--- config.mk ---
export PLATFORM = sky130hd
export DESIGN_NAME = bcpe_lerp
export DESIGN_NICKNAME = d
export VERILOG_FILES = /design/src/rtl/core/bcpe_pkg.sv /design/src/rtl/core/bcpe_lerp.sv
export SDC_FILE = /design/constraint.sdc
export NUM_CORES = 2
export LEC_CHECK = 0
export ABC_CLOCK_PERIOD_IN_PS = 33800
export BUFFER_PORTS_ARGS = -buffer_cell sky130_fd_sc_hd__buf_2
export CORE_MARGIN = 4
export CORE_UTILIZATION = 50
export CTS_CLUSTER_SIZE = 16
export DETAILED_ROUTE_END_ITERATION = 6
export GPL_TIMING_DRIVEN = 0
export PLACE_DENSITY = 0.68
export SKIP_LAST_GASP = 1
export SLEW_MARGIN = 20
export SYNTH_ARGS = -nofsm -noshare
export SYNTH_HDL_FRONTEND = slang
export SYNTH_SLANG_ARGS = --single-unit
--- constraint.sdc ---
create_clock -name clk -period 33.8 [get_ports clk]
set_input_delay 10.14 -clock clk [delete_from_list [all_inputs] [get_ports clk]]
set_output_delay 10.14 -clock clk [all_outputs]
set_load 0.03 [all_outputs]
--- src/rtl/core/bcpe_pkg.sv ---
// Shared types, constants and register map of the curve point evaluator.
`default_nettype none

package bcpe_pkg;

    localparam int T_FRAC_BITS_DEF = 16;
    localparam int COORD_W         = 32;
    localparam int CFG_ADDR_W      = 6;
    localparam int CFG_DATA_W      = 64;
    localparam int NUM_POINTS      = 4;

    localparam logic [2:0] REG_KIND   = 3'd0;
    localparam logic [2:0] REG_START  = 3'd1;
    localparam logic [2:0] REG_SECOND = 3'd2;
    localparam logic [2:0] REG_THIRD  = 3'd3;
    localparam logic [2:0] REG_FOURTH = 3'd4;

    localparam logic [1:0] KIND_LINE  = 2'd0;
    localparam logic [1:0] KIND_QUAD  = 2'd1;
    localparam logic [1:0] KIND_CUBIC = 2'd2;

    typedef struct packed {
        logic [1:0]                          kind;
        logic [NUM_POINTS-1:0][COORD_W-1:0]  px;
        logic [NUM_POINTS-1:0][COORD_W-1:0]  py;
    } cfg_t;

endpackage

`default_nettype wire

--- src/rtl/core/bcpe_lerp.sv ---
// Two-stage rounded linear interpolation a + round((b - a) * t).
`default_nettype none

module bcpe_lerp
    import bcpe_pkg::*;
#(
    parameter int T_FRAC_BITS = T_FRAC_BITS_DEF
)
(
    input  wire logic                      clk,
    input  wire logic [COORD_W-1:0]        a,
    input  wire logic [COORD_W-1:0]        b,
    input  wire logic [T_FRAC_BITS:0]      t,
    output logic      [COORD_W-1:0]        res
);

    localparam int DIFF_W = COORD_W + 1;
    localparam int PROD_W = DIFF_W + T_FRAC_BITS + 2;

    logic signed [DIFF_W-1:0] diff;
    logic signed [PROD_W-1:0] prod_next;
    logic signed [PROD_W-1:0] prod_reg;
    logic        [COORD_W-1:0] a_reg;
    logic signed [PROD_W-1:0] rounded;
    logic        [COORD_W-1:0] res_next;
    logic        [COORD_W-1:0] res_reg;

    assign diff      = $signed({b[COORD_W-1], b}) - $signed({a[COORD_W-1], a});
    assign prod_next = PROD_W'(diff * $signed({1'b0, t}));

    // Half-LSB bias then floor: ties go toward +infinity.
    assign rounded  = (prod_reg + (PROD_W'(1) <<< (T_FRAC_BITS - 1))) >>> T_FRAC_BITS;
    // Result lies between a and b, so modulo-2^32 addition is exact.
    assign res_next = a_reg + rounded[COORD_W-1:0];

    always_ff @(posedge clk)
    begin
        prod_reg <= prod_next;
        a_reg    <= a;
        res_reg  <= res_next;
    end

    assign res = res_reg;

endmodule

`default_nettype wire

# ---- After elaboration in Yosys (flattened, before gate mapping)
# Cells that the tools add are included.
dict set report totals {
  reg_bits 112
  latchBits 0
  mem_bits_rw 0
  mem_bits_ro 0
  inputBits 82
  output_inout_bits 32
  wordCells 7
  n_memories 0
}
dict set report op_classes {
  add_sub_neg 3
  n_mul 1
  n_div 0
  order_cmp 0
  eq_ne 0
  shift 0
  mux 0
  n_bitwise 0
  reduce_logical 0
}
# op count
set op_table {}
lappend op_table {{48-bit by 17-bit adder with 48-bit output, second input constant} 1}
lappend op_table {{33-bit by 18-bit multiplier with 48-bit output} 1}
lappend op_table {{32-bit by 32-bit subtractor with 33-bit output} 1}
lappend op_table {{32-bit adder} 1}

# ---- Longest topological paths before layout
dict set report logic_depth {
  ltp_word 2
  ltp_mapped 36
  mapped_depth_nobuf 35
}

# ---- Worst setup path before layout
# No wires, ideal clock.
dict set report synth_timing {
  path_type {input to register}
  start {in b[0]}
  end {reg prod_reg[40]}
  setup_ps 72
  arrival_time_ps 18059
  required_time_ps 33728
  setup_slack_ps 15669
  path_stages 34
  n_path_buf 1
  cell_sequence {inv_1 > ha_1 > inv_1 > fa_1 > a211o_1 > a2111oi_4 > o31ai_2 > o211ai_2 > o21ai_2 > o2111ai_2 > o21ai_1 > xnor2_2 > buf_2 > and2_1 > fa_1 > inv_1 > fa_1 > fa_1 > inv_1 > fa_1 > fa_1 > inv_1 > fa_1 > inv_1 > ha_1 > a21oi_1 > o21ai_0 > a311oi_1 > and2_1 > or4b_1 > a31o_2 > a21o_1 > a21oi_1 > xnor2_1}
}
dict set report synth_via {
  elab_chain_cells 2
}
# element line
set synth_rtl {}
lappend synth_rtl {{from (decl)} bcpe_lerp.sv:12} ;# input wire logic [COORD_W-1:0] b,
lappend synth_rtl {{32-bit by 32-bit subtractor with 33-bit output} bcpe_lerp.sv:28} ;# assign diff = $signed({b[COORD_W-1], b}) - $signed({a[COORD_W-1], a});
lappend synth_rtl {{33-bit by 18-bit multiplier with 48-bit output} bcpe_lerp.sv:29} ;# assign prod_next = PROD_W'(diff * $signed({1'b0, t}));
lappend synth_rtl {{via prod_next[40]} bcpe_lerp.sv:21} ;# logic signed [PROD_W-1:0] prod_next;
lappend synth_rtl {{to (signal assigned)} bcpe_lerp.sv:38} ;# prod_reg <= prod_next;
lappend synth_rtl {{to (decl)} bcpe_lerp.sv:22} ;# logic signed [PROD_W-1:0] prod_reg;
# The timed path passes the listed nets, and every way through them passes these cells.

# ---- Worst setup path in the final report
# Same ends and word-level chain as after synthesis.

==> flow_metrics.py <==
metrics = {
    "status": {
        "status": "complete, no violations",
    },
    "critical_path": {
        "crit_arrival_ns": 19.88,
        "worst-setup-path-type": "in -> reg",
        "cp_max_fo": 10,
        "end_kind": "flop",
        "critPathSlowestCell": "xor2_1",
        "crit_top_cell": "fa_1",
        "critPathLaunchType": "primary input",
        "critPathRequiredTime_ns": 34.11,
        "slowest_delay_ns": 0.78,
    },
    "logic_synthesis": {
        "synth_area_leader_cell": "fa_1",
        "syn-instance-count": 2735,
        "synth_top_cells_by_count": "inv_1 (659), fa_1 (516), nand2_1 (320)",
        "synthesis.nets": 3507,
        "synth_warnings": 0,
        "synthFlopType": "dfxtp_1",
        "synth_top_family_by_area": "adder cells",
        "muxShareOfSynthArea_pct": 0.0412,
        "synth_most_common_cell": "inv_1",
        "avgSynthCellArea_um2": 8.88,
        "synth_top_area_share_pct": 42.5,
        "synth-adder-area-share_pct": 51.5,
        "synthXorXnorAreaFrac_pct": 4.77,
        "ys_ff_latch": 97,
        "synth_cell_types": 78,
        "syn_area_mm2": 0.0243,
        "yosys.area_share.simple_pct": 17.0,
        "async_flop_share_pct": 0,
        "synth_edf_count": 0,
        "yosysSeqAreaShare_pct": 8.00,
        "synth-compound-area-share_pct": 7.00,
        "synth_area_leaders": "fa_1 (43%), inv_1 (10%), ha_1 (9.0%)",
    },
    "route": {
        "wl_per_cell_um": 20.0,
        "vias": 18552,
        "drc": 0,
        "drt_pass1_iterations": 7,
        "ant_nets": 0,
        "vias_per_cell": 5.34,
        "wirelength_mm": 69.6,
        "drtIter0Drc": 1281,
    },
    "die": {
        "die_w_um": 228,
        "die_h_um": 228,
        "pin_count": 114,
        "core_area_mm2": 0.0478,
        "die-area_mm2": 0.0522,
        "start_util_pct": 50.8,
        "placementRows": 80,
    },
    "global_route": {
        "grt_usage_pct": 27.3,
        "grt_pass1_wl_mm": 110,
        "grt_pass1_vias": 19930,
        "grt_max_degree": 19,
        "antenna_found_initial": 0,
        "grt_overflow": 0,
    },
    "timing": {
        "setup-violations-final": 0,
        "hold_viol": 0,
        "post-route-period-util_pct": 57.9,
        "tns_ns": 0,
        "finClkSkew_ns": 0.00701,
        "worst_slew_pin_slew_ns": 1.13,
        "slew_headroom_pct": 24.4,
        "rsz0062_at_grt": "no",
        "period_needed_ns": 19.57,
        "fmax_ghz": 0.0511,
        "drv_slew": 0,
    },
    "finish": {
        "postLayoutCoreUtil_pct": 54.2,
        "seq_area_mm2": 0.00194,
        "syn2layout_area_growth_pct": 6.75,
        "nets": 3629,
        "drive_above_1_share_pct": 5.70,
        "largest_reg_flops": 33,
        "multi_input_area_mm2": 0.0195,
        "num-fill-cells": 4466,
        "diodes": 0,
    },
    "clock_tree": {
        "post_cts.repair.setup_buffers": 0,
        "tritoncts": "built",
        "postCtsHoldBufs": 0,
        "cts.path.max_buffers": 2,
        "htree_num_levels": 3,
        "cts_root_buf": "clkbuf_16",
        "insertion_delay_ns": 0.37,
        "cts.sinks": 97,
        "cts_resized": 0,
        "cts_buffers": 9,
        "clkSlewWorstSetupHoldPaths_ns": 0.07,
    },
    "hold_path": {
        "hp-class": "reg -> reg",
    },
    "placed_design": {
        "place.port_buffers": 111,
        "dp_hpwl_mm": 59.1,
        "gp_congestion": 0.958,
    },
    "job": {
        "maxCapViolations": 0,
    },
}
per-layer routing:
layer | vias up | track usage [%] | part of all wire, %
met5 | - | 0 | 0
met1 | 9285 | 35.5 | 40
met4 | 0 | 10.7 | 4.3
li1 | 8413 | - | -
met2 | 696 | 45.8 | 47
met3 | 158 | 4.99 | 7.8
logic make-up after synthesis:
logic type / after synthesis
and+or+nand+nor: 812
buffers and inverters: 754
adders and majority gates: 690
AOI/OAI and AO/OA: 256
xor gates and xnor gates: 125
DFF: 97
muxes: 1
critical path: cells and delay by family:
| family | cells | cell delay, ns |
|---|---|---|
| compound gates | 11 | 2.81 |
| xor+xnor | 2 | 0.91 |
| fa+ha+maj | 9 | 4.09 |
| buf+inv | 5 | 0.89 |
| simple gates | 3 | 1.02 |
per-stage QoR:
step | area, um^2 | worst slack [ns] | hold slack [ns] | cells
global route | 25900 | 13.70 | 0.479 | 3477
detailed placement | 25600 | 13.55 | 0.449 | 3461
global placement | 25600 | 13.65 | 0.446 | 3461
CTS | 25900 | 13.92 | 0.467 | 3477
floorplan | 24300 | 15.67 | 0.432 | 2735
finish | 25900 | 14.23 | 0.459 | 3477
layout make-up:
| cell class | instances | area share [%] |
|---|---|---|
| well taps | 615 | 2.97 |
| flip-flops and latches | 97 | 7.49 |
| multi-input cells | 1884 | 75.2 |
| plain buffers | 95 | 1.45 |
| inverters | 659 | 9.54 |
| repair buffers | 111 | 2.14 |
| clock inverters | 7 | 0.323 |
| clock buffers | 9 | 0.869 |
final timing paths:
path,startpoint,end,slack (ns),depth (start not counted)
worst max-delay path,b[0],prod_reg[40]$_DFF_P_,14.23,30
worst min-delay path,a_reg[0]$_DFF_P_,res[0]$_DFF_P_,0.46,1
worst max register to register,prod_reg[17]$_DFF_P_,res[31]$_DFF_P_,29.17,17
worst min register to register,a_reg[0]$_DFF_P_,res[0]$_DFF_P_,0.46,1
placed cells by master, fill, tap and decap left out, types with 28 or more instances in the layout:
master and count:
inv_1 659, and2_1 275, a21o_1 37, a21oi_1 83, xor2_1 38, dfxtp_1 97
clkbuf_1 83, nand2_1 320, buf_2 120, nor2b_1 28, nor2_1 57, o21ai_0 39
fa_1 516, xnor2_1 81, ha_1 174
Power is left out: the tool's default activity adds up to more than one toggle a clock period on the data nets, which glitch-free logic cannot reach.
