[src/rtl/core/bcpe_pkg.sv]
// Shared types, constants and register map of the curve point evaluator.
`default_nettype none

package bcpe_pkg;

    localparam int T_FRAC_BITS_DEF = 16;
    localparam int COORD_W         = 32;
    localparam int CFG_ADDR_W      = 6;
    localparam int CFG_DATA_W      = 64;
    localparam int NUM_POINTS      = 4;

    localparam logic [2:0] REG_KIND   = 3'd0;
    localparam logic [2:0] REG_START  = 3'd1;
    localparam logic [2:0] REG_SECOND = 3'd2;
    localparam logic [2:0] REG_THIRD  = 3'd3;
    localparam logic [2:0] REG_FOURTH = 3'd4;

    localparam logic [1:0] KIND_LINE  = 2'd0;
    localparam logic [1:0] KIND_QUAD  = 2'd1;
    localparam logic [1:0] KIND_CUBIC = 2'd2;

    typedef struct packed {
        logic [1:0]                          kind;
        logic [NUM_POINTS-1:0][COORD_W-1:0]  px;
        logic [NUM_POINTS-1:0][COORD_W-1:0]  py;
    } cfg_t;

endpackage

`default_nettype wire

[src/rtl/core/bcpe_regs.sv]
// Configuration register file with APB-style access.
`default_nettype none

module bcpe_regs
    import bcpe_pkg::*;
(
    input  wire logic                  clk,
    input  wire logic                  rst_n,
    input  wire logic                  psel,
    input  wire logic                  penable,
    input  wire logic                  pwrite,
    input  wire logic [CFG_ADDR_W-1:0] paddr,
    input  wire logic [CFG_DATA_W-1:0] pwdata,
    output logic      [CFG_DATA_W-1:0] prdata,
    output logic                       pready,
    output cfg_t                       cfg
);

    logic [1:0]            kind_reg;
    logic [CFG_DATA_W-1:0] pt_reg [NUM_POINTS];
    logic [2:0]            reg_idx;
    logic                  wr_en;

    assign pready  = 1'b1;
    assign reg_idx = paddr[CFG_ADDR_W-1:3];
    assign wr_en   = psel && penable && pwrite && pready;

    always_ff @(posedge clk or negedge rst_n)
    begin
        if (!rst_n)
        begin
            kind_reg <= KIND_LINE;
            for (int i = 0; i < NUM_POINTS; i++)
            begin
                pt_reg[i] <= '0;
            end
        end
        else if (wr_en)
        begin
            unique case (reg_idx)
                REG_KIND:   kind_reg  <= pwdata[1:0];
                REG_START:  pt_reg[0] <= pwdata;
                REG_SECOND: pt_reg[1] <= pwdata;
                REG_THIRD:  pt_reg[2] <= pwdata;
                REG_FOURTH: pt_reg[3] <= pwdata;
                default:    ;
            endcase
        end
    end

    always_comb
    begin
        unique case (reg_idx)
            REG_KIND:   prdata = {{(CFG_DATA_W-2){1'b0}}, kind_reg};
            REG_START:  prdata = pt_reg[0];
            REG_SECOND: prdata = pt_reg[1];
            REG_THIRD:  prdata = pt_reg[2];
            REG_FOURTH: prdata = pt_reg[3];
            default:    prdata = '0;
        endcase
    end

    always_comb
    begin
        cfg.kind = kind_reg;
        for (int i = 0; i < NUM_POINTS; i++)
        begin
            cfg.px[i] = pt_reg[i][CFG_DATA_W-1:COORD_W];
            cfg.py[i] = pt_reg[i][COORD_W-1:0];
        end
    end

endmodule

`default_nettype wire

[config.mk]
export PLATFORM = sky130hd
export DESIGN_NAME = bcpe_regs
export DESIGN_NICKNAME = d
export VERILOG_FILES = /design/src/rtl/core/bcpe_pkg.sv /design/src/rtl/core/bcpe_regs.sv
export SDC_FILE = /design/constraint.sdc
export NUM_CORES = 1
export LEC_CHECK = 0
export BUFFER_PORTS_ARGS = -buffer_cell sky130_fd_sc_hd__buf_2
export CAP_MARGIN = 15
export CORE_ASPECT_RATIO = 1.2
export CORE_MARGIN = 8
export CORE_UTILIZATION = 50
export DETAILED_ROUTE_END_ITERATION = 7
export PLACE_DENSITY = 0.8
export SETUP_SLACK_MARGIN = 0.3
export SYNTH_ARGS = -nofsm -noshare
export SYNTH_HDL_FRONTEND = slang
export SYNTH_SLANG_ARGS = --single-unit
[constraint.sdc]
create_clock -name clk -period 1.9 [get_ports clk]
set_input_delay 0.19 -clock clk [delete_from_list [all_inputs] [get_ports clk]]
set_output_delay 0.19 -clock clk [all_outputs]
set_load 0.005 [all_outputs]
After elaboration in Yosys (flattened, before gate mapping)
Index checks and enable logic that the tools add are counted.
{"block": "word_totals", "out_inout_bits": 323, "register_bits": 258, "input_bits": 75, "elab_cells": 18}
{"block": "op_classes", "eq_ne": 4, "reduce_logical": 8, "muxes": 1}
{"op": "one-hot mux 64 bit (5 select lines)", "count": 1}
{"op": "AND reduction 2 bit", "count": 5}
{"op": "equality test 3 x 2 -> 1 bit (second input constant)", "count": 2}
{"op": "equality test 3 x 1 -> 1 bit (second input constant)", "count": 1}
{"op": "equality test 3 bit (second input constant)", "count": 1}
{"op": "logical NOT 3 bit", "count": 1}
{"op": "logical AND 1 bit", "count": 2}

Logic depth before layout (Yosys ltp)
{"block": "depth", "depth_word": 3, "depth_mapped": 6, "ltp_nobuf": 3}

Worst setup path before layout
Ideal clock, no wire load.
{"block": "synth_path", "path_kind": "input to output", "start": "input port paddr[3]", "end": "output port prdata[38]", "slack_ns": 0.370, "arrival_ns": 1.340, "path_stages": 6, "required_ns": 1.710, "cell_sequence": "buf_2 buf_2 buf_2 mux2i_1 nor2_1 a221o_1"}
{"block": "synth_between", "elab_chain_cells": 2}
{"item": "start: declaration", "line": "bcpe_regs.sv:12", "source": "input wire logic [CFG_ADDR_W-1:0] paddr,"}
{"item": "equality test 3 bit (tied with other cells)", "line": "bcpe_regs.sv:53", "source": "unique case (reg_idx)"}
{"item": "one-hot mux 64 bit (5 select lines) *", "line": "bcpe_regs.sv:53"}
{"item": "end: declaration", "line": "bcpe_regs.sv:14", "source": "output logic [CFG_DATA_W-1:0] prdata,"}
Mark *: on every way between the ends. The rest lies on a longest branch, timed or not.

Worst setup path in the final report
{"block": "layout_path", "start": "register pt_reg (netlist bit cfg[84])", "end": "output port prdata[20]"}
{"block": "layout_between", "elab_chain_cells": 1}
{"item": "start: declaration", "line": "bcpe_regs.sv:20", "source": "logic [CFG_DATA_W-1:0] pt_reg [NUM_POINTS];"}
{"item": "one-hot mux 64 bit (5 select lines)", "line": "bcpe_regs.sv:53"}
Every way passes these cells.

==> results_dict.tcl <==
set metrics [dict create \
    run_status "finished, final reports clean" \
    grt_setup_unrepaired "true" \
    worstSetupPathType "reg2out" \
    worst_setup_path_start_kind "flip-flop" \
    final_net_count 1456 \
    p_clk_frac 0.295 \
    grt_antenna_before_repair 3 \
    grt_pass1_vias 10300 \
    critPathCaptureType "primary output" \
    global_route_wire_length_before_repair_um 58000 \
    maximum_number_of_buffers_from_clock_root_to_sink 3 \
    cp_top_family "flip-flops" \
    slowest_delay_ns 0.38 \
    postSynthNetCount 856 \
    timing.critical_path.slowest_stage_cell "sky130_fd_sc_hd__dfrtp_1" \
    post_route_cells_drive_above_1_share 0.611 \
    power.ir.vdd_worst_mv 0.946 \
    drt-wirelength-per-cell_um 22.8 \
    cts_htree_levels 1 \
    cts.sink_count 258 \
    synth_area_leaders "sky130_fd_sc_hd__dfrtp_1 56%, sky130_fd_sc_hd__mux2_2 24%, sky130_fd_sc_hd__mux2i_1 5.6%" \
    core.rowCount 60 \
    final_design_area_no_fill_um2 16400 \
    finalMaxSlewViolations 0 \
    power_mw 17.2 \
    ys.warnings.count 0 \
    design.core.area_um2 22400 \
    cap_violations 0 \
    clk_transition_reported_paths_ns 0.06 \
    area_delta_synth_final_pct 43.7 \
    pwr_density_cell_nw_per_um2 1050 \
    r2r-end "cfg[164]" \
    grt_remaining_overflow 0 \
    final_antenna_net_count 0 \
    p_seq_frac 0.430 \
    critical_path.n_buffers_inverters 1 \
    die-area_um2 28000 \
    avgSynthCellArea_um2 14.6 \
    worst_reg2reg_startpoint "cfg[164]" \
    drt-initial-drc-count 504 \
    drcViolationCount 0 \
    synthDistinctLibCells 24 \
    total_leakage_power_nw 8.66 \
    vias 9498 \
    chipWidth_um 154 \
    dp_hpwl_um 24100 \
    switching_share_of_total_power 0.286 \
    finalCritPeriodShare 0.941 \
    net-switching-power_mw 4.93 \
    finalClockSkew_ns 0 \
    critPathRequiredTime_ns 1.71 \
    insertion_delay_ns 0.52 \
    worst_hold_path_type "in2async" \
    dr.pass1.iters 5 \
    io_pins 398 \
    synth.top_cell.area_share 0.565 \
    postSynthRegisterBits 258 \
    tns_ns 0 \
    setup_viol_count_final 0 \
    cells_after_synthesis 781 \
    floorplan.die.height_um 182 \
    route.detailed.vias_per_inst 5.64 \
    tritoncts_clock_tree "done" \
    numCtsBuffers 26 \
    fmaxAchievable_mhz 559 \
    worst_ep_arrival_ns 1.60 \
    place_congestion 0.817 \
    initial_util 0.509 \
    critical_path_peak_fanout 2 \
    final_cell_mix "391 x sky130_fd_sc_hd__buf_2, 258 x sky130_fd_sc_hd__dfrtp_1, 242 x sky130_fd_sc_hd__mux2_2" \
    detailed_place.area_um2 13800 \
    power_report.internal_total_mw 12.3 \
    final_common_cell "sky130_fd_sc_hd__buf_2" \
    post-synth-top-area-cell "sky130_fd_sc_hd__dfrtp_1" \
    combinationalPowerShare 0.275 \
    global_route.usage.total 0.259 \
    postLayoutCoreUtil 0.732 \
    root_buffer "sky130_fd_sc_hd__clkbuf_16" \
    routed_wl_um 38500 \
    io_buffer_count 393 \
    timing.critical_path.cells "mux2i_1 > nor2_1 > a221o_1 > buf_2" \
    synth_sequential_area_ratio 0.565 \
    hold-worst-slack_ns 0.159 \
    largest_net_degree_at_the_start_of_global_routing 51 \
    final-hold-violation-count 0 \
    r2r_setup_slack_ns 0.82 \
    largest_register_ff_count 256 \
    post-route-min-period_ns 1.79 \
    synth_area_um2 11400 \
    worst_r2r_path_depth 3 \
]
==> worst register-to-register path, stage by stage (launching register included) <==
cell and delay (ns):
sky130_fd_sc_hd__dfrtp_1 0.42, sky130_fd_sc_hd__buf_4 0.15, sky130_fd_sc_hd__buf_4 0.13, sky130_fd_sc_hd__mux2_2 0.27
==> cells by family after synthesis <==
family          share of synthesized area
simple gates                       0.0358
flops                               0.565
other cells                      0.000328
buf+inv                            0.0306
compound gates                     0.0565
mux                                 0.312
==> through the flow <==
step	worst slack [ns]	instances
after floorplan	0.370	781
after global placement	0.216	1424
after detailed placement	0.195	1424
after CTS	0.0868	1628
after global routing	0.0406	1682
final	0.111	1683
==> layer usage <==
| layer | track usage | up-vias | wire length, µm |
|---|---|---|---|
| li1 | - | 4100 | - |
| met1 | 0.290 | 4794 | 14200 |
| met2 | 0.441 | 474 | 19400 |
| met4 | 0.140 | 0 | 1840 |
| met3 | 0.0722 | 130 | 3050 |
| met5 | 0 | - | 0 |
==> how the worst max path moves through the flow <==
stage,to,from,depth (start not counted)
floorplan,prdata[38],paddr[3],6
global placement,prdata[14],paddr[4],6
detailed placement,prdata[14],paddr[4],6
CTS,prdata[20],cfg[52],4
global route,prdata[20],cfg[84],4
finish,prdata[20],cfg[84],4
==> synth_stat cells, drive strengths merged <==
cell type / n
nor2: 66
o21a: 2
nand4: 1
buf: 48
nand2: 2
o21ai: 2
clkbuf: 6
nor2b: 1
dfrtp: 258
mux2: 260
conb: 1
nand4b: 1
nand3b: 2
mux2i: 64
or3: 1
a221o: 62
nor3b: 1
nor3: 1
nand2b: 2
==> repair_timing <==
item / in CTS / in global routing
setup buffers: 92 / 51
hold endpoints to repair: 516 / 0
resized for setup: 3 / 4
pin swaps: 2 / 5
hold buffers: 65 / 0
setup endpoints to repair: 64 / 64
==> power by group through the flow <==
stage | clock network [mW] | registers (mW) | logic, mW
after floorplan | 0 | 7.47 | 1.49
after global placement | 0 | 7.49 | 3.47
after detailed placement | 0 | 7.55 | 3.57
after CTS | 5.17 | 7.36 | 4.37
after global routing | 5.39 | 7.53 | 5.09
final | 5.09 | 7.41 | 4.74
==> layout make-up <==
cell class              instances  area, µm²
diodes                          4       10.0
clock buffers                  40        785
clock inverters                 7       60.1
fillers                      1388       6020
multi-input cells             469       4660
flip-flops and latches        258       6460
well taps                     279        349
repair buffers                626       4110
No activity file was read; power rests on OpenSTA's default activity.
